==> config.mk <==
export PLATFORM = sky130hd
export DESIGN_NAME = ddgp_rot_cell
export DESIGN_NICKNAME = d
export VERILOG_FILES = /design/src/sv/ddgp_pkg.sv /design/src/sv/ddgp_rot_cell.sv
export SDC_FILE = /design/constraint.sdc
export NUM_CORES = 1
export LEC_CHECK = 0
export BUFFER_PORTS_ARGS = -buffer_cell sky130_fd_sc_hd__clkbuf_2
export CAP_MARGIN = 40
export CORE_MARGIN = 4
export CORE_UTILIZATION = 52
export CTS_BUF_LIST = sky130_fd_sc_hd__clkbuf_4 sky130_fd_sc_hd__clkbuf_8 sky130_fd_sc_hd__clkbuf_16
export DETAILED_ROUTE_END_ITERATION = 8
export HOLD_SLACK_MARGIN = 0.15
export PLACE_DENSITY = 0.74
export SYNTH_ARGS = -nofsm -noshare
export SYNTH_HDL_FRONTEND = slang
export SYNTH_SLANG_ARGS = --single-unit
==> constraint.sdc <==
create_clock -name clock -period 8.8 [get_ports clock]
set_clock_uncertainty 0.15 [all_clocks]
set_input_delay 1.32 -clock clock [delete_from_list [all_inputs] [get_ports clock]]
set_output_delay 1.32 -clock clock [all_outputs]
set_load 0.01 [all_outputs]
==> src/sv/ddgp_pkg.sv <==
// ----------------------------------------------------------------------------
// ddgp_pkg: shared types and constants for the go-to-point wheel speed block
// Fixed-point angle constants, CORDIC arctangent table, cell payload types.
// ----------------------------------------------------------------------------
package ddgp_pkg;

   localparam int ANG_W = 24;

   localparam logic signed [ANG_W-1:0] PI_Q16      = 24'sd205887;
   localparam logic signed [ANG_W-1:0] HALF_PI_Q16 = 24'sd102944;
   localparam logic signed [ANG_W-1:0] TWO_PI_Q16  = 24'sd411774;
   localparam logic signed [31:0]      INV_GAIN_Q30 = 32'sd652032874;

   localparam logic signed [11:0] FRONT_GAIN   = 12'sd1600;
   localparam logic signed [11:0] SIDE_GAIN    = 12'sd160;
   localparam logic signed [11:0] SPEED_MAX_Q4 = 12'sd1600;

   localparam logic signed [14:0] SPIN_FAST = 15'sd16000;
   localparam logic signed [14:0] SPIN_SLOW = 15'sd15520;
   localparam logic signed [14:0] PIVOT_BACK = 15'sd160;

   localparam logic signed [ANG_W-1:0] ATAN_TAB [16] = '{
      24'sd51472, 24'sd30386, 24'sd16055, 24'sd8150,
      24'sd4091,  24'sd2047,  24'sd1024,  24'sd512,
      24'sd256,   24'sd128,   24'sd64,    24'sd32,
      24'sd16,    24'sd8,     24'sd4,     24'sd2
   };

   typedef enum logic [2:0] {
      MODE_TRACK       = 3'd0,
      MODE_SPIN_LEFT   = 3'd1,
      MODE_SPIN_RIGHT  = 3'd2,
      MODE_PIVOT_LEFT  = 3'd3,
      MODE_PIVOT_RIGHT = 3'd4,
      MODE_TRACK_5     = 3'd5,
      MODE_TRACK_6     = 3'd6,
      MODE_TRACK_7     = 3'd7
   } mode_type;

   typedef struct packed {
      logic signed [31:0]      x;
      logic signed [31:0]      y;
      logic signed [ANG_W-1:0] z;
   } cordic_type;

   typedef struct packed {
      logic [21:0] rem;
      logic [20:0] root;
      logic [41:0] v;
   } sqrt_type;

   typedef struct packed {
      logic signed [15:0] hd;
      logic [3:0]         id;
      mode_type           mode;
      logic               dx_pos;
      logic               dx_neg;
      logic               dy_zero;
      logic               dy_pos;
      logic               neg;
   } meta_type;

endpackage

==> src/sv/ddgp_rot_cell.sv <==
// ----------------------------------------------------------------------------
// ddgp_rot_cell: one CORDIC rotation step
// Rotates (x, y) by the next table angle, driving the residual angle to zero.
// ----------------------------------------------------------------------------
module ddgp_rot_cell (
   input  logic                 clock,
   input  logic                 en,
   input  logic [3:0]           shift,
   input  ddgp_pkg::cordic_type cin,
   output ddgp_pkg::cordic_type cout
);

   ddgp_pkg::cordic_type cell_ff, cell_in;

   always_comb begin
      if (!cin.z[ddgp_pkg::ANG_W-1]) begin
         cell_in.x = cin.x - (cin.y >>> shift);
         cell_in.y = cin.y + (cin.x >>> shift);
         cell_in.z = cin.z - ddgp_pkg::ATAN_TAB[shift];
      end else begin
         cell_in.x = cin.x + (cin.y >>> shift);
         cell_in.y = cin.y - (cin.x >>> shift);
         cell_in.z = cin.z + ddgp_pkg::ATAN_TAB[shift];
      end
   end

   always_ff @(posedge clock) begin
      if (en) cell_ff <= cell_in;
   end

   assign cout = cell_ff;

endmodule

==> Word level (Yosys, flattened, before mapping) <==
Memories as Yosys holds them, arrays and structs flattened.
Cells that the tools add are included.
{ "op_classes": {"n_addsub": 6, "magnitude_cmp": 1, "shifts": 2, "mux": 3, "bitwise": 1} }
{ "op_table": {"columns": ["operator", "n"], "rows": [
  ["$mux 88", 1],
  ["$add 32x32->32", 2],
  ["$sshr 32x4->32", 2],
  ["$sub 32x32->32", 2],
  ["$mux 24", 2],
  ["$add 24x24->24", 1],
  ["$sub 24x24->24", 1],
  ["$ge 5x5->1 const B", 1],
  ["$not 4->5", 1]
]} }
{ "word_totals": {"ff_bits": 88, "rom_bits": 384, "inputBits": 94, "out_inout_bits": 88, "elab_cells": 17, "memories": 1} }
{ "mem_list": {"columns": ["memory", "depth", "width", "rd", "rd_ports_with_merged_regs", "wr", "line", "rtl"], "rows": [
  ["(no name shown)", 16, 24, 1, 0, 0, "ddgp_rot_cell.sv:23", "cell_in.z = cin.z + ddgp_pkg::ATAN_TAB[shift];"]
]} }

==> Longest topological paths before layout <==
Gate-level depths: netlist of the first run.
{ "logic_depth": {"word_depth": 6, "depth_mapped": 26, "mapped_depth_nobuf": 22} }

==> Least setup slack after synthesis of the first run <==
No wires, ideal clock.
{ "synth_path": {"path_type": "input to register", "startpoint": "in shift[1]", "endpoint": "reg cell_ff, in the netlist cout[21] (data pin)", "t_arrival_ns": 6.249, "t_required_ns": 8.384, "slack_ns": 2.135, "cell_stages": 25, "n_path_buf": 5, "path_cell_list": "buf_4 buf_4 inv_2 buf_1 clkbuf_1 ha_1 inv_1 nand2_1 a21oi_1 a31oi_1 ha_1 a21boi_0 nand3_1 nor3b_1 a21oi_1 xor2_1 ha_1 clkbuf_1 a211oi_1 o211ai_1 a41o_1 a31oi_1 o21ai_0 o41ai_1 xnor2_1"} }
{ "synth_rtl": {"columns": ["element", "line", "rtl"], "rows": [
  ["start: declaration", "ddgp_rot_cell.sv:8", "input logic [3:0] shift,"],
  ["end signal: assignment", "ddgp_rot_cell.sv:28", "if (en) cell_ff <= cell_in;"],
  ["end: declaration", "ddgp_rot_cell.sv:13", "ddgp_pkg::cordic_type cell_ff, cell_in;"]
]} }

==> run_results.csv, run 1 <==
group,metric,value,unit
grt,gr-usage-all-layers,0.2481,
detailed_routing,vias_per_cell,6.156,
cells_and_area,syn2layout_area_growth,11.10,%
placement,dpl_cell_area,13280,um^2
sta,relSlewSlack,0.4160,
die,rows,55,
clock_network,cts_tree,"yes",
grt,grt-ovfl-total,0,
sta,fin_crit,7228,ps
cells_and_area,largest_reg_flops,88,
sta,setup_viol,0,
grt,use_met3,0.03981,
power,finalPower,2.298,mW
sta,slew_violations,0,
cells_and_area,stdcell_area,13600,um^2
run_status,status,"completed",
die,io_pins,182,
sta,finalHoldViolCount,0,
clock_network,holdBufCountCts,0,
detailed_routing,drtIter0Drc,860,
placement,port_buffers,181,
power,internal-power,1.409,mW
power,share_comb_of_total_power,0.527,
setup_path,worstPathRequired,8760,ps
hold_path,hold_class,"in -> reg",
clock_network,clockBufferDepth,2,
sta,rsz0062_at_grt,"false",
setup_path,crit_arrival,7190,ps
clock_network,numCtsBuffers,9,
clock_network,cts_sinks,88,
cells_and_area,fin_nets,1693,
detailed_routing,vias,11155,
hold_path,min_from,"cin[0]",
grt,first_global_vias,10552,
cells_and_area,antennaDiodeCount,0,
clock_network,cts_resized,0,
synth,ys_async_sr_fraction,0,
cells_and_area,mostFrequentLayoutCell,"clkbuf_2",
hold_path,hold_depth,2,
synth,synth_cell_type_count,81,
sta,setup_slack,1572,ps
setup_path,critPathKind,"in -> reg",
cells_and_area,final_cell_mix,"177 x clkbuf_2, 137 x a21oi_1, 121 x nand2_1, 120 x nor2_1, 106 x xnor2_1",
synth,ys_seq_elements,88,
die,die_w,161.4,um
power,peakVddDrop,0.08258,mV
power,power.density,169.0,nW/um^2
grt,grt_start_max_net_pins,75,
detailed_routing,first_pass_iters,5,
power,p_switching,889.7,uW
grt,met1_usage,0.3087,
power,power_frac_seq,0.286,
synth,ys.flop_type,"edfxtp_1",
power,p_leak,5.794,nW
sta,worstMarginPinSlew,875.9,ps
placement,gp_congestion,0.9312,
synth,synth_nets,1557,
detailed_routing,drc_errors,0,
die,dieHeight,161.4,um
clock_network,h-tree-depth,3,
clock_network,cts.clk_slew.worst_paths,70,ps
cells_and_area,layout-drive-gt1-share,0.2068,
grt,gr-usage-met2,0.4362,
detailed_routing,routed_wl,33.41,mm
die,dieArea,26060,um^2
grt,antenna_found_initial,0,
grt,busiest_layer,"met2",
clock_network,cts_root_buf,"clkbuf_16",
run,maxCapViolations,0,
clock_network,cts_setup_buffers,0,
setup_path,endpoint_kind,"flip-flop",
sta,setup-tns-final,0,ps
sta,fmaxAchievable,138.4,MHz
sta,period_share,0.8213,
power,switching_share,0.3871,
detailed_routing,wl_per_cell,18.44,um
placement,dp_slack,1188,ps
synth,yosysWarnings,0,
synth,synth_cells,1358,
synth,synthesis.area,12240,um^2
setup_path,cp_max_fo,61,
hold_path,min_to,"cout[0]",
synth,avgSynthCellArea,9.015,um^2
synth,ys_seq_area_frac,0.2159,
die,core,22920,um^2
sta,hold_slack,1120,ps
setup_path,setup.worst_path.start_class,"primary input",
power,p_clk_frac,0.187,
die,start_util,0.5342,
synth,synth_edf_count,88,
placement,dp_hpwl,26.05,mm
detailed_routing,ant_nets,0,
grt,grt_pass1_wl,53.15,mm
[kinds of logic after synthesis]
kind of cell | Yosys count | synth area share
fa+ha+maj | 105 | 0.1092
simple gates | 400 | 0.1568
compound gates | 387 | 0.2001
xor+xnor | 149 | 0.1066
buf+inv | 103 | 0.04027
flops | 88 | 0.2159
mux | 126 | 0.1712
[cells in the mapped netlist (4+ instances only)]
library cell | count | area share
a21o_1 | 41 | 0.025
buf_1 | 9 | 0.0028
buf_6 | 4 | 0.0037
buf_4 | 13 | 0.0080
o211ai_1 | 11 | 0.0067
o21a_1 | 16 | 0.0098
a31oi_1 | 39 | 0.020
a21oi_1 | 137 | 0.056
xnor2_1 | 106 | 0.076
nand2b_1 | 16 | 0.0082
a21boi_0 | 8 | 0.0049
xor2_1 | 43 | 0.031
o31a_1 | 5 | 0.0036
nor4_1 | 5 | 0.0026
mux4_2 | 53 | 0.098
buf_2 | 9 | 0.0037
o21ai_0 | 65 | 0.027
nand3_1 | 23 | 0.0094
o21bai_1 | 7 | 0.0043
nor2_1 | 120 | 0.037
nor2b_1 | 16 | 0.0082
inv_1 | 36 | 0.011
mux2i_1 | 39 | 0.032
edfxtp_1 | 88 | 0.22
or2_2 | 8 | 0.0041
mux4_1 | 8 | 0.017
a211oi_1 | 14 | 0.0086
clkbuf_1 | 29 | 0.0089
nor3_1 | 33 | 0.013
or3_1 | 6 | 0.0031
mux2_2 | 23 | 0.021
and2_1 | 15 | 0.0077
ha_1 | 102 | 0.10
nand2_1 | 121 | 0.037
and3_1 | 11 | 0.0056
a211o_1 | 4 | 0.0029
nand4_1 | 7 | 0.0036
a41oi_1 | 4 | 0.0029
[per-layer routing]
metal  wire (um)  up-vias  share of wire
met4        1238        0          0.037
met2       16270      434           0.49
met1       13690     5256           0.41
met3        2216       89          0.066
li1            -     5376              -
met5           0        -              0
[power groups by stage]
stage	logic [mW]	clock network [mW]	registers [mW]
2_1_floorplan	0.816	0	0.731
3_3_place_gp	1.18	0	0.667
4_1_cts	1.21	0.438	0.660
6_report	1.21	0.430	0.658
3_5_place_dp	1.20	0	0.667
5_1_grt	1.34	0.454	0.670
[critical path, cell delays in order]
cell and delay [ps]:
buf_4 670, mux4_1 660, a2111oi_2 410, a31oi_1 80, nor4_1 220, a31oi_1 140, or4b_1 590, nand2b_1 230
nor3_2 400, a21oi_1 140, xnor2_1 240, ha_1 310, and2_1 210, a221o_1 320, o41a_1 370, nor4_1 210
nor2_1 100, a41oi_1 260, nor2b_1 200, xnor2_1 80
[through the flow]
step                cells    util
CTS                  1812  0.5935
global route         1812  0.5935
detailed placement   1796  0.5797
floorplan            1358       -
global placement     1795  0.5785
finish               1812  0.5935
[worst max path at each step]
stage | cells after the start | from | endpoint | slack, ps
4_1_cts | 20 | shift[0] | cout[54] | 1570
2_1_floorplan | 25 | shift[1] | cout[21] | 2140
6_report | 20 | shift[0] | cout[85] | 1570
5_1_grt | 20 | shift[0] | cout[54] | 930
3_5_place_dp | 20 | shift[0] | cout[54] | 1190
3_3_place_gp | 20 | shift[0] | cout[85] | 1380
[final cells by class]
cell class | count | area [um^2]
flip-flops and latches | 88 | 2643
repair buffers | 190 | 1001
multi-input cells | 1167 | 9106
clock buffers | 10 | 232.7
inverters | 38 | 142.6
fillers | 2011 | 9315
clock inverters | 6 | 83.83
well taps | 313 | 391.6
No activity file was read; power rests on OpenSTA's default activity.
==> inputs of run 2 (changes only) <==
ABC_AREA = 1   (was default)
PLACE_DENSITY = 0.73   (was 0.74)
clock period = 7 ns   (was 8.8 ns; I/O delays follow)
==> run_results.csv, run 2 <==
group,metric,value,unit
sta,relSlewSlack,0.4149,
clock_network,cts_root_buf,"clkbuf_16",
die,dieHeight,165.4,um
detailed_routing,ant_nets,0,
synth,synth_most_common_cell,"nand2_1",
synth,synth_common_cells,"658 x nand2_1, 304 x nand3_1, 172 x nor2_1",
detailed_routing,wl_per_cell,18.57,um
setup_path,cpPeakStageDelay,620,ps
power,internal-power,1.668,mW
synth,ys_seq_elements,88,
synth,ys_seq_area_frac,0.2052,
cells_and_area,fin_nets,2387,
sta,setup-tns-final,0,ps
synth,ys_async_sr_fraction,0,
synth,synth_xor_area_frac,0.08705,
synth,synth_cells,2038,
cells_and_area,final_util,0.5905,
synth,synthMuxAreaShare,0,
hold_path,hold_depth,2,
placement,gp_congestion,1.001,
power,p_leak,7.253,nW
clock_network,numCtsBuffers,9,
synth,yosys.area_share.simple,0.4188,
setup_path,cp_max_fo,21,
synth,ys.flop_type,"edfxtp_1",
setup_path,worstPathRequired,6950,ps
setup_path,crit_path_frequent_cell,"nand2_1",
sta,worstMarginPinSlew,877.6,ps
run,maxCapViolations,0,
sta,setup_slack,1337,ps
detailed_routing,vias_per_cell,5.766,
sta,fmaxAchievable,176.6,MHz
cells_and_area,mostFrequentLayoutCell,"nand2_1",
synth,synth_edf_count,88,
setup_path,crit_arrival,5620,ps
clock_network,cts.clk_slew.worst_paths,70,ps
detailed_routing,drc_errors,0,
die,core,24320,um^2
grt,gr-usage-all-layers,0.3385,
detailed_routing,first_pass_iters,9,
die,rows,57,
detailed_routing,vias,14518,
grt,antenna_found_initial,2,
clock_network,cts_sinks,88,
synth,synth_nets,2237,
grt,grt_start_max_net_pins,71,
power,p_switching,1.371,mW
synth,synth_adder_area_share,0.1038,
grt,grt_pass1_wl,72.13,mm
setup_path,endpoint_kind,"flip-flop",
setup_path,crit_slowest_cell,"nor4_1",
cells_and_area,largest_reg_flops,88,
synth,avgSynthCellArea,6.319,um^2
sta,period_share,0.8091,
power,power.density,211.6,nW/um^2
power,share_comb_of_total_power,0.537,
cells_and_area,layout-drive-gt1-share,0.1363,
die,io_pins,182,
die,die_w,165.4,um
placement,dp_slack,1115,ps
synth,synth_cell_type_count,49,
sta,finalHoldViolCount,0,
synth,synth_area_leaders,"edfxtp_1 21%, nand2_1 19%, nand3_1 12%, ha_1 9.9%, xor2_1 6.3%",
power,finalPower,3.039,mW
setup_path,critPathKind,"in -> reg",
clock_network,cts_resized,0,
grt,first_global_vias,13696,
clock_network,clockBufferDepth,2,
power,p_clk_frac,0.193,
cells_and_area,stdcell_area,14360,um^2
synth,yosysTopAreaCell,"edfxtp_1",
power,switching_share,0.4511,
die,start_util,0.5296,
power,peakVddDrop,0.1527,mV
die,dieArea,27350,um^2
clock_network,h-tree-depth,3,
cells_and_area,final_cell_mix,"658 x nand2_1, 304 x nand3_1, 180 x clkbuf_2, 172 x nor2_1, 159 x inv_1",
synth,yosysWarnings,0,
placement,dp_hpwl,38.52,mm
clock_network,holdBufCountCts,0,
grt,grt-ovfl-total,0,
sta,rsz0062_at_grt,"false",
cells_and_area,syn2layout_area_growth,11.51,%
setup_path,setup.worst_path.start_class,"primary input",
clock_network,cts_setup_buffers,0,
detailed_routing,drtIter0Drc,1371,
placement,dpl_cell_area,14030,um^2
synth,synth.top_cell.area_share,0.2052,
synth,synth_compound_area_frac,0.1100,
power,power_frac_seq,0.270,
sta,setup_viol,0,
hold_path,hold_class,"in -> reg",
synth,synthesis.area,12880,um^2
synth,synth_top_family_by_area,"simple AND/OR/NAND/NOR gates",
placement,port_buffers,181,
sta,slew_violations,0,
detailed_routing,routed_wl,46.77,mm
run_status,status,"completed",
sta,fin_crit,5663,ps
clock_network,cts_tree,"yes",
==> run 2: changes by cell type after synthesis, moves of 36 or more <==
cell     previous run  this run
nand2_1           121       658
nand3_1            23       304
inv_1              36       159
xnor2_1           106        36
mux4_2             53         0
nor2_1            120       172
xor2_1             43        92
mux2i_1            39         0
a21oi_1           137       101
==> run 2: kinds of logic after synthesis <==
| family | count (synthesis) |
|---|---|
| xor+xnor | 128 |
| fa+ha+maj | 105 |
| simple gates | 1241 |
| buf+inv | 236 |
| compound gates | 240 |
| flops | 88 |
==> run 2: critical path, delay by kind of cell <==
| kind | cells | cell delay (ps) |
|---|---|---|
| AOI/OAI and AO/OA | 1 | 320 |
| and+or+nand+nor | 18 | 2750 |
| xor gates and xnor gates | 1 | 70 |
| buffers and inverters | 3 | 820 |
| adders and majority gates | 2 | 570 |
==> run 2: final timing paths <==
| path | from | to |
|---|---|---|
| setup / recovery | shift[1] | cout[50] |
| hold / removal | cin[0] | cout[0] |
==> run 2: layout make-up <==
type | instances | area, um^2
Clock buffer | 9 | 225.2
Clock inverter | 7 | 106.4
Fill cell | 2426 | 9958
Timing Repair Buffer | 201 | 1059
Antenna cell | 1 | 2.502
Tap cell | 324 | 405.4
Inverter | 174 | 653.1
Sequential cell | 88 | 2643
Multi-Input combinational cell | 1714 | 9268
==> run 2: per-layer routing <==
metal,wire length [um],vias up,global-route usage
met4,2758,2,0.1729
met5,13,-,0
met3,4184,143,0.06155
met1,18570,6547,0.4273
li1,-,7103,-
met2,21250,723,0.5538
==> run 2: power groups by stage <==
stage                     clock, mW  combinational (mW)  sequential, mW
after detailed placement          0                1.60           0.833
after global routing          0.618                1.81           0.835
after floorplan                   0                1.02           0.910
after CTS                     0.594                1.61           0.822
final                         0.588                1.63           0.820
after global placement            0                1.59           0.829
==> run 2: stage by stage <==
step                      cells  hold slack [ps]
after CTS                  2517            859.7
after floorplan            2038             1013
after detailed placement   2501             1227
after global placement     2501             1221
after global routing       2518            855.0
final                      2518            880.8
