### config.mk
export PLATFORM = sky130hd
export DESIGN_NAME = ddgp_sqrt_cell
export DESIGN_NICKNAME = d
export VERILOG_FILES = /design/src/sv/ddgp_pkg.sv /design/src/sv/ddgp_sqrt_cell.sv
export SDC_FILE = /design/constraint.sdc
export NUM_CORES = 1
export LEC_CHECK = 0
export BUFFER_PORTS_ARGS = -buffer_cell sky130_fd_sc_hd__buf_2
export CAP_MARGIN = 5
export CORE_MARGIN = 2
export CORE_UTILIZATION = 52
export CTS_CLUSTER_SIZE = 14
export DETAILED_ROUTE_END_ITERATION = 8
export PLACE_DENSITY = 0.85
export SYNTH_ARGS = -nofsm -noshare
export SYNTH_HDL_FRONTEND = slang
export SYNTH_SLANG_ARGS = --single-unit
### constraint.sdc
create_clock -name clock -period 5.6 [get_ports clock]
set_clock_uncertainty 0.2 [all_clocks]
set_input_delay 1.12 -clock clock [delete_from_list [all_inputs] [get_ports clock]]
set_output_delay 1.12 -clock clock [all_outputs]
set_load 0.01 [all_outputs]
### src/sv/ddgp_pkg.sv
// ----------------------------------------------------------------------------
// ddgp_pkg: shared types and constants for the go-to-point wheel speed block
// Fixed-point angle constants, CORDIC arctangent table, cell payload types.
// ----------------------------------------------------------------------------
package ddgp_pkg;

   localparam int ANG_W = 24;

   localparam logic signed [ANG_W-1:0] PI_Q16      = 24'sd205887;
   localparam logic signed [ANG_W-1:0] HALF_PI_Q16 = 24'sd102944;
   localparam logic signed [ANG_W-1:0] TWO_PI_Q16  = 24'sd411774;
   localparam logic signed [31:0]      INV_GAIN_Q30 = 32'sd652032874;

   localparam logic signed [11:0] FRONT_GAIN   = 12'sd1600;
   localparam logic signed [11:0] SIDE_GAIN    = 12'sd160;
   localparam logic signed [11:0] SPEED_MAX_Q4 = 12'sd1600;

   localparam logic signed [14:0] SPIN_FAST = 15'sd16000;
   localparam logic signed [14:0] SPIN_SLOW = 15'sd15520;
   localparam logic signed [14:0] PIVOT_BACK = 15'sd160;

   localparam logic signed [ANG_W-1:0] ATAN_TAB [16] = '{
      24'sd51472, 24'sd30386, 24'sd16055, 24'sd8150,
      24'sd4091,  24'sd2047,  24'sd1024,  24'sd512,
      24'sd256,   24'sd128,   24'sd64,    24'sd32,
      24'sd16,    24'sd8,     24'sd4,     24'sd2
   };

   typedef enum logic [2:0] {
      MODE_TRACK       = 3'd0,
      MODE_SPIN_LEFT   = 3'd1,
      MODE_SPIN_RIGHT  = 3'd2,
      MODE_PIVOT_LEFT  = 3'd3,
      MODE_PIVOT_RIGHT = 3'd4,
      MODE_TRACK_5     = 3'd5,
      MODE_TRACK_6     = 3'd6,
      MODE_TRACK_7     = 3'd7
   } mode_type;

   typedef struct packed {
      logic signed [31:0]      x;
      logic signed [31:0]      y;
      logic signed [ANG_W-1:0] z;
   } cordic_type;

   typedef struct packed {
      logic [21:0] rem;
      logic [20:0] root;
      logic [41:0] v;
   } sqrt_type;

   typedef struct packed {
      logic signed [15:0] hd;
      logic [3:0]         id;
      mode_type           mode;
      logic               dx_pos;
      logic               dx_neg;
      logic               dy_zero;
      logic               dy_pos;
      logic               neg;
   } meta_type;

endpackage

### src/sv/ddgp_sqrt_cell.sv
// ----------------------------------------------------------------------------
// ddgp_sqrt_cell: one restoring square root digit
// Brings in the next two radicand bits and decides one root bit; registered.
// ----------------------------------------------------------------------------
module ddgp_sqrt_cell (
   input  logic               clock,
   input  logic               en,
   input  ddgp_pkg::sqrt_type cin,
   output ddgp_pkg::sqrt_type cout
);

   ddgp_pkg::sqrt_type cell_ff, cell_in;
   logic [23:0] part;
   logic [23:0] trial;

   always_comb begin
      part  = {cin.rem, cin.v[41:40]};
      trial = {1'b0, cin.root, 2'b01};
      cell_in.v = {cin.v[39:0], 2'b00};
      if (part >= trial) begin
         cell_in.rem  = 22'(part - trial);
         cell_in.root = {cin.root[19:0], 1'b1};
      end else begin
         cell_in.rem  = part[21:0];
         cell_in.root = {cin.root[19:0], 1'b0};
      end
   end

   always_ff @(posedge clock) begin
      if (en) cell_ff <= cell_in;
   end

   assign cout = cell_ff;

endmodule

; ---- Word-level counts from Yosys, hierarchy flattened
; Index checks and enable logic that the tools add are counted.
[classes]
addsub = 1
multipliers = 0
div_mod_pow = 0
magnitude_cmp = 1
n_eq_ne = 0
shifts = 0
mux = 1
bitwise = 0
n_reduce_logical = 0
[op_table]
columns = operator, count
row1 = $mux 43, 1
row2 = $ge 24x23->1, 1
row3 = $sub 22x22->22, 1
[totals]
reg_bits = 83
latchBits = 0
mem_bits_rw = 0
mem_bits_ro = 0
in_bits = 87
output_inout_bits = 85
elab_cells = 6
n_memories = 0

; ---- Logic depth before layout (Yosys ltp)
; Gate-level depths: netlist of the first run.
[logic_depth]
ltp_word = 2
mapped_depth = 10
mapped_depth_nobuf = 8

; ---- Least setup slack after synthesis of the first run
; OpenSTA, ideal clock, no wires.
[synth_timing]
path_kind = in2reg
start = in cin[45] (netlist bit)
end = reg cell_ff (netlist bit cout[67]) (data pin)
t_arrival_ps = 2960
required_time_ps = 5140
path_slack_ps = 2180
cell_stages = 9
path_cell_list = inv_1 ha_1 a21o_1 a211oi_4 a22o_4 o21ai_2 a211o_1 buf_6 mux2_4
[synth_lines]
columns = item, line
row1 = from (decl), ddgp_sqrt_cell.sv:8  ; input ddgp_pkg::sqrt_type cin,
row2 = to (signal assigned), ddgp_sqrt_cell.sv:30  ; if (en) cell_ff <= cell_in;
row3 = to (decl), ddgp_sqrt_cell.sv:12  ; ddgp_pkg::sqrt_type cell_ff, cell_in;

==> impl_metrics.yaml, run 1 <==
run_status:
  status: "completed"
logic_synthesis:
  synth_edf_count: 83
  synth_cell_type_count: 48
  ys_ff_latch: 83
  ys_top_cells_by_count: "83 x edfxtp_1, 30 x inv_1, 23 x a21oi_1, 23 x ha_1, 20 x nor2_1"
  syn_inst: 329
  synth_top_area_cell: "edfxtp_1"
  synth_flop_cell: "edfxtp_1"
  synth_top_area_share_pct: 58.6
  synthesis.area_um2: 4250
  ys_seq_area_share_pct: 58.6
  async_flop_share_pct: 0
  yosys_warnings: 0
  yosys-top-cells-area: "edfxtp_1 59%, ha_1 6.8%, mux2_4 5.3%"
  synth.most_common_cell: "edfxtp_1"
  syn_avg_cell_area_um2: 12.9
clocking:
  htree_levels: 3
  clock-sinks: 83
  hold_buffers: 0
  cts_tree: "built"
  cts_made_buffers: 9
  cts-root-buf: "clkbuf_8"
  clkTransAtPathRegs_ns: 0.09
  clock_path_buffers: 2
  cts_setup_buffers: 0
  cts_resized: 0
worst_setup_path:
  cp_slowest_cell: "a211o_1"
  worstPathRequired_ns: 5.50
  path_class: "in -> reg"
  crit_path_start_kind: "primary input"
  cp_top_family: "compound AO/OA/AOI/OAI gates"
  critPathMaxStageDelay_ns: 0.68
  worst-path-buf-inv: 3
  cp.arrival_ns: 3.76
  crit_fanout: 15
  cp-end-kind: "register"
  path_cells: "buf_2 > inv_1 > ha_1 > nand2_1 > o21ai_0 > a21oi_1 > o31ai_1 > a211o_1 > buf_4 > mux2_4"
layout:
  diodes: 0
  postLayoutCoreUtil_pct: 68.6
  nNetsFinal: 611
  syn_to_final_growth_pct: 25.9
  largest_reg_flops: 83
  drive_above_1_share_pct: 42.5
  fin_cells: 608
placement:
  numPlacedInstances: 592
  hpwl_um: 8180
  place.gp.congestion: 0.860
  portBuffers: 169
die:
  coreArea_um2: 7810
  dieHeight_um: 94.5
  rows: 32
  start_util_pct: 54.5
  dieArea_um2: 8920
  io_pins: 172
  die_w_um: 94.5
timing:
  hold_viol: 0
  maxSlewViolCount: 0
  max_freq_mhz: 259
  rsz0062_at_grt: "no"
  min_period_over_period_pct: 69.0
  tns_ns: 0
  setup_viol: 0
  worst_pin_slew_ns: 1.03
  maxSlewHeadroom_pct: 31.2
  period_minus_slack_ns: 3.86
  whs_ns: 0.742
drt:
  first_iter_violations: 211
  wirelength_um: 10500
  dr_total_vias: 3286
  wl_per_cell_um: 17.2
  vias_per_cell: 5.40
  drc: 0
  ant_nets: 0
  dr.pass1.iters: 5
power:
  power.density_nw_per_um2: 285
  p_leak_nw: 2.40
  vdd_drop_max_mv: 0.139
global_routing:
  overflow: 0
  gr-usage-all-layers_pct: 23.3
  grt_pass1_vias: 3220
  grt_antenna_before_repair: 0
  grt_max_degree: 84
  grt_pass1_wl_um: 16100
worst_hold_path:
  hp-class: "in -> reg"
run:
  cap_violations: 0
metrics by stage:
step	total power [mW]	worst slack (ns)	cell area [µm²]
floorplan	1.01	2.18	4260
global placement	1.14	1.53	5180
detailed placement	1.15	1.39	5180
CTS	1.53	1.73	5350
global route	1.59	1.53	5350
finish	1.53	1.74	5350
layout make-up:
| class | instances | area [µm²] |
|---|---|---|
| Clock buffer | 10 | 128 |
| Clock inverter | 6 | 47.5 |
| Fill cell | 586 | 2450 |
| Inverter | 30 | 113 |
| Multi-Input combinational cell | 207 | 1590 |
| Sequential cell | 83 | 2490 |
| Tap cell | 102 | 128 |
| Timing Repair Buffer | 170 | 856 |
final timing paths:
check                   start       end  slack [ns]  depth (start not counted)
worst max-delay path  cin[51]  cout[73]        1.74                         10
worst min-delay path  cin[38]  cout[40]        0.74                          1
metal layers:
layer  global-route usage [%]  vias to the layer above  wire length (µm)
met5                        0                        -                 0
met2                     41.6                      152              5270
met4                     6.28                        0               212
met1                     28.4                     1541              4130
li1                         -                     1566                 -
met3                     5.67                       27               878
cell families after synthesis:
family | synth area share (%)
adder cells (fa/ha/maj) | 6.76
multiplexers | 6.79
other | 0.0882
XOR/XNOR | 3.29
flip-flops | 58.6
AND/OR/NAND/NOR | 7.12
AO/OA/AOI/OAI | 13.2
buffers and inverters | 4.12
where the power goes:
part	leakage (nW)	switching, mW	total, mW	internal [mW]
registers	0.812	0.0142	0.772	0.758
clock network	0.0755	0.222	0.386	0.164
logic	1.51	0.200	0.368	0.168
total	2.40	0.436	1.53	1.09
layout by cell type (no fill, tap or decap), drive strengths merged, types with 2 or more instances in the layout:
cell type / count
xnor2: 12
nand2b: 2
nand3: 2
a21oi: 23
a21o: 6
clkinvlp: 4
buf: 170
o21ba: 2
xor2: 4
a211oi: 6
nor4: 2
nor2: 20
o21a: 4
and2: 3
mux2i: 3
ha: 23
mux2: 18
conb: 2
or4: 2
nand4: 5
a31o: 2
o31ai: 2
nor3: 4
o211a: 2
inv: 32
o21ai: 19
clkbuf: 10
edfxtp: 83
or2: 4
nand2: 16
o211ai: 7
(Power assumes the default switching activity.)
==> run 2: changes to the inputs <==
Settings changed: CORE_UTILIZATION 52 to 44, PLACE_DENSITY 0.85 to 0.77.
Clock period 5.6 ns to 3.24 ns, I/O delays scaled along.
==> run 2 against run 1 <==
Global-route usage fell by 5.1 points. Die area up 17%. Via count down 1.9%. Clock power up 73%. Utilization shrank 9.8 points. First-iteration DRC count shrank 41%. Sequential power rose by 72%. Total power is 73% higher. Critical endpoint is now cout[74]. Hold slack worse by 0.48 ns.
==> impl_metrics.yaml, run 2 (same netlist as run 1, synthesis figures left out) <==
worst_hold_path:
  whs_endpoint: "cout[26]"
  min_from: "cin[24]"
  hp-class: "in -> reg"
  min_path_cells: 1
run_status:
  status: "completed"
global_routing:
  grt_pass1_vias: 2983
  overflow: 0
  gr-usage-all-layers_pct: 18.3
  grt_max_degree: 26
  grt_pass1_wl_um: 14600
  grt_antenna_before_repair: 0
clocking:
  cts-root-buf: "clkbuf_8"
  clkTransAtPathRegs_ns: 0.09
  cts_resized: 0
  hold_buffers: 0
  clock_path_buffers: 2
  cts_tree: "built"
  cts_made_buffers: 9
  clock-sinks: 83
  cts_setup_buffers: 0
  htree_levels: 3
worst_setup_path:
  cp_slowest_cell: "ha_1"
  path_cells: "buf_2 > inv_1 > ha_1 > nand2_1 > o21ai_0 > a21oi_1 > o31ai_1 > a211o_1 > buf_4 > mux2_4"
  crit_path_start_kind: "primary input"
  crit_fanout: 11
  critPathMaxStageDelay_ns: 0.38
  worst-path-buf-inv: 3
  cp-end-kind: "register"
  path_class: "in -> reg"
  cp_top_family: "compound AO/OA/AOI/OAI gates"
  worstPathRequired_ns: 3.14
  cp.arrival_ns: 2.71
timing:
  hold_viol: 0
  min_period_over_period_pct: 86.8
  tns_ns: 0
  rsz0062_at_grt: "no"
  maxSlewHeadroom_pct: 66.3
  whs_ns: 0.265
  setup_viol: 0
  maxSlewViolCount: 0
  max_freq_mhz: 355
  period_minus_slack_ns: 2.81
  worst_pin_slew_ns: 0.500
die:
  start_util_pct: 45.6
  io_pins: 172
  coreArea_um2: 9330
  dieHeight_um: 102
  rows: 35
  die_w_um: 102
  dieArea_um2: 10500
power:
  power.density_nw_per_um2: 481
  vdd_drop_max_mv: 0.181
  p_total_mw: 2.64
  p_leak_nw: 2.46
layout:
  diodes: 0
  largest_reg_flops: 83
  nNetsFinal: 623
  final_common_cell: "buf_2"
  fillers: 791
  final_cell_mix: "168 x buf_2, 83 x edfxtp_1, 30 x inv_1"
  postLayoutCoreUtil_pct: 58.8
  syn_to_final_growth_pct: 28.8
  fin_area_um2: 5480
  drive_above_1_share_pct: 43.8
drt:
  vias_per_cell: 4.98
  first_iter_violations: 124
  drc: 0
  ant_nets: 0
  dr.pass1.iters: 4
  wl_per_cell_um: 15.2
  dr_total_vias: 3225
  wirelength_um: 9820
placement:
  place_area_um2: 5300
  hpwl_um: 7940
  portBuffers: 169
  place.gp.congestion: 0.924
run:
  cap_violations: 0
run 2: changes by cell type in the layout (fill, tap and decap cells not counted):
| cell | previous run | this run |
|---|---|---|
| buf_4 | 2 | 14 |
| clkinv_4 | 0 | 2 |
| clkinvlp_4 | 4 | 2 |
run 2: power by group:
group          total (mW)  internal, mW  switching [mW]  leakage (nW)
sequential           1.33          1.31          0.0245         0.812
combinational       0.638         0.303           0.334          1.57
clock               0.666         0.286           0.380        0.0835
total                2.64          1.90           0.739          2.46
run 2: metal layers:
layer	part of all wire (%)	track usage, %
met1	41	22.0
met2	50	32.4
met3	8.2	4.51
met4	1.1	5.23
met5	0	0
run 2: worst max path at each step:
stage	startpoint	to	cells past startpoint
2_1_floorplan	cin[45]	cout[67]	9
3_3_place_gp	cin[53]	cout[78]	10
3_5_place_dp	cin[55]	cout[74]	10
4_1_cts	cin[50]	cout[74]	10
5_1_grt	cin[51]	cout[78]	10
6_report	cin[50]	cout[74]	10
run 2: cell type report:
| class | count | area (µm²) | share of cell area [%] |
|---|---|---|---|
| clock inverters | 6 | 50.0 | 0.913 |
| inverters | 30 | 113 | 2.05 |
| well taps | 129 | 161 | 2.95 |
| flip-flops and latches | 83 | 2490 | 45.5 |
| clock buffers | 10 | 128 | 2.33 |
| repair buffers | 182 | 946 | 17.3 |
| multi-input cells | 207 | 1590 | 29.0 |
run 2: through the flow:
stage / std cells / worst slack (ns)
after CTS: 647 / 0.438
final: 647 / 0.426
after detailed placement: 631 / 0.0773
after global placement: 631 / 0.112
after floorplan: 330 / 0.292
after global routing: 647 / 0.213
==> run 3: changes to the inputs <==
Settings changed: CELL_PAD_IN_SITES_DETAIL_PLACEMENT from default to 1, CELL_PAD_IN_SITES_GLOBAL_PLACEMENT from default to 1, CORE_UTILIZATION 44 to 34, PLACE_DENSITY 0.77 to default, PLACE_DENSITY_LB_ADDON from default to 0.1.
==> run 3 against run 2 <==
Flip-flop and latch count unchanged. Critical path depth did not move. Via count increased by 2.5%. Utilization shrank 11 points. Critical path type unchanged. Highest routed layer unchanged.
==> impl_metrics.yaml, run 3 (same netlist as run 1, synthesis figures left out) <==
worst_setup_path:
  critPathMaxStageDelay_ns: 0.36
  cp-end-kind: "register"
  worst-path-buf-inv: 3
  path_cells: "buf_2 > inv_1 > ha_1 > a21oi_1 > o21ai_0 > a21oi_1 > o31ai_1 > a211o_1 > buf_12 > mux2_4"
  worstPathRequired_ns: 3.14
  cp_top_family: "compound AO/OA/AOI/OAI gates"
  path_common_cell: "a21oi_1"
  cp.arrival_ns: 2.69
  crit_path_start_kind: "primary input"
  path_class: "in -> reg"
  cp_slowest_cell: "ha_1"
  crit_fanout: 12
clocking:
  htree_levels: 3
  cts_tree: "built"
  cts_made_buffers: 9
  hold_buffers: 0
  cts_setup_buffers: 0
  cts-root-buf: "clkbuf_16"
  clkTransAtPathRegs_ns: 0.07
  clock-sinks: 83
  clock_path_buffers: 2
  cts_resized: 0
die:
  die_w_um: 116
  dieHeight_um: 116
  coreArea_um2: 12100
  dieArea_um2: 13400
  io_pins: 172
  start_util_pct: 35.1
  rows: 40
run:
  cap_violations: 0
timing:
  maxSlewViolCount: 0
  min_period_over_period_pct: 86.0
  period_minus_slack_ns: 2.79
  tns_ns: 0
  hold_viol: 0
  maxSlewHeadroom_pct: 60.5
  setup_viol: 0
  rsz0062_at_grt: "no"
  max_freq_mhz: 359
  worst_pin_slew_ns: 0.593
layout:
  final_common_cell: "buf_2"
  nNetsFinal: 630
  fillers: 1364
  final_cell_mix: "168 x buf_2, 83 x edfxtp_1, 30 x inv_1"
  fin_area_um2: 5730
  largest_reg_flops: 83
  drive_above_1_share_pct: 44.3
  multi_input_area_um2: 1590
  regArea_um2: 2490
  syn_to_final_growth_pct: 34.6
  diodes: 0
drt:
  wl_per_cell_um: 17.0
  wirelength_um: 11700
  drc: 0
  dr.pass1.iters: 4
  first_iter_violations: 140
  ant_nets: 0
  vias_per_cell: 4.78
  dr_total_vias: 3306
global_routing:
  gr-usage-all-layers_pct: 17.8
  grt_max_degree: 45
  overflow: 0
  grt_antenna_before_repair: 0
  grt_pass1_wl_um: 17700
  grt_pass1_vias: 3381
run_status:
  status: "completed"
worst_hold_path:
  hp-class: "in -> reg"
power:
  power.density_nw_per_um2: 529
  vdd_drop_max_mv: 0.207
  p_total_mw: 3.03
  p_leak_nw: 2.56
placement:
  portBuffers: 169
  hpwl_um: 9240
  place.gp.congestion: 0.794
  place_area_um2: 5440
[run 3: worst paths after layout]
| check | to | depth (start not counted) | from | slack (ns) |
|---|---|---|---|---|
| hold / removal | cout[9] | 1 | cin[7] | 0.26 |
| setup / recovery | cout[68] | 10 | cin[55] | 0.45 |
[run 3: cell type report]
| type | count | share of cell area [%] |
|---|---|---|
| timing repair buffer | 189 | 18.1 |
| clock buffer | 10 | 4.00 |
| inverter | 30 | 1.97 |
| multi-input combinational | 207 | 27.8 |
| sequential | 83 | 43.5 |
| tap | 168 | 3.67 |
| clock inverter | 5 | 0.962 |
[run 3: stage by stage]
| step | worst slack [ns] | hold slack, ns | std cells | util, % |
|---|---|---|---|---|
| floorplan | 0.292 | 0.547 | 330 | - |
| global placement | 0.0712 | 0.625 | 677 | 44.9 |
| detailed placement | 0.0623 | 0.626 | 677 | 44.9 |
| CTS | 0.438 | 0.250 | 692 | 47.3 |
| global route | 0.308 | 0.253 | 692 | 47.3 |
| finish | 0.452 | 0.262 | 692 | 47.3 |
[run 3: metal layers]
| layer | track usage (%) | part of all wire, % | vias to the layer above |
|---|---|---|---|
| li1 | - | - | 1606 |
| met4 | 8.89 | 2.0 | 0 |
| met3 | 4.50 | 8.0 | 19 |
| met5 | 0 | 0 | - |
| met1 | 21.3 | 42 | 1551 |
| met2 | 29.9 | 48 | 130 |
[run 3: report_power, final]
part           leakage, nW  internal, mW  switching [mW]  total (mW)
Sequential           0.812          1.31          0.0273        1.34
Clock                0.136         0.590           0.422        1.01
Combinational         1.62         0.322           0.354       0.676
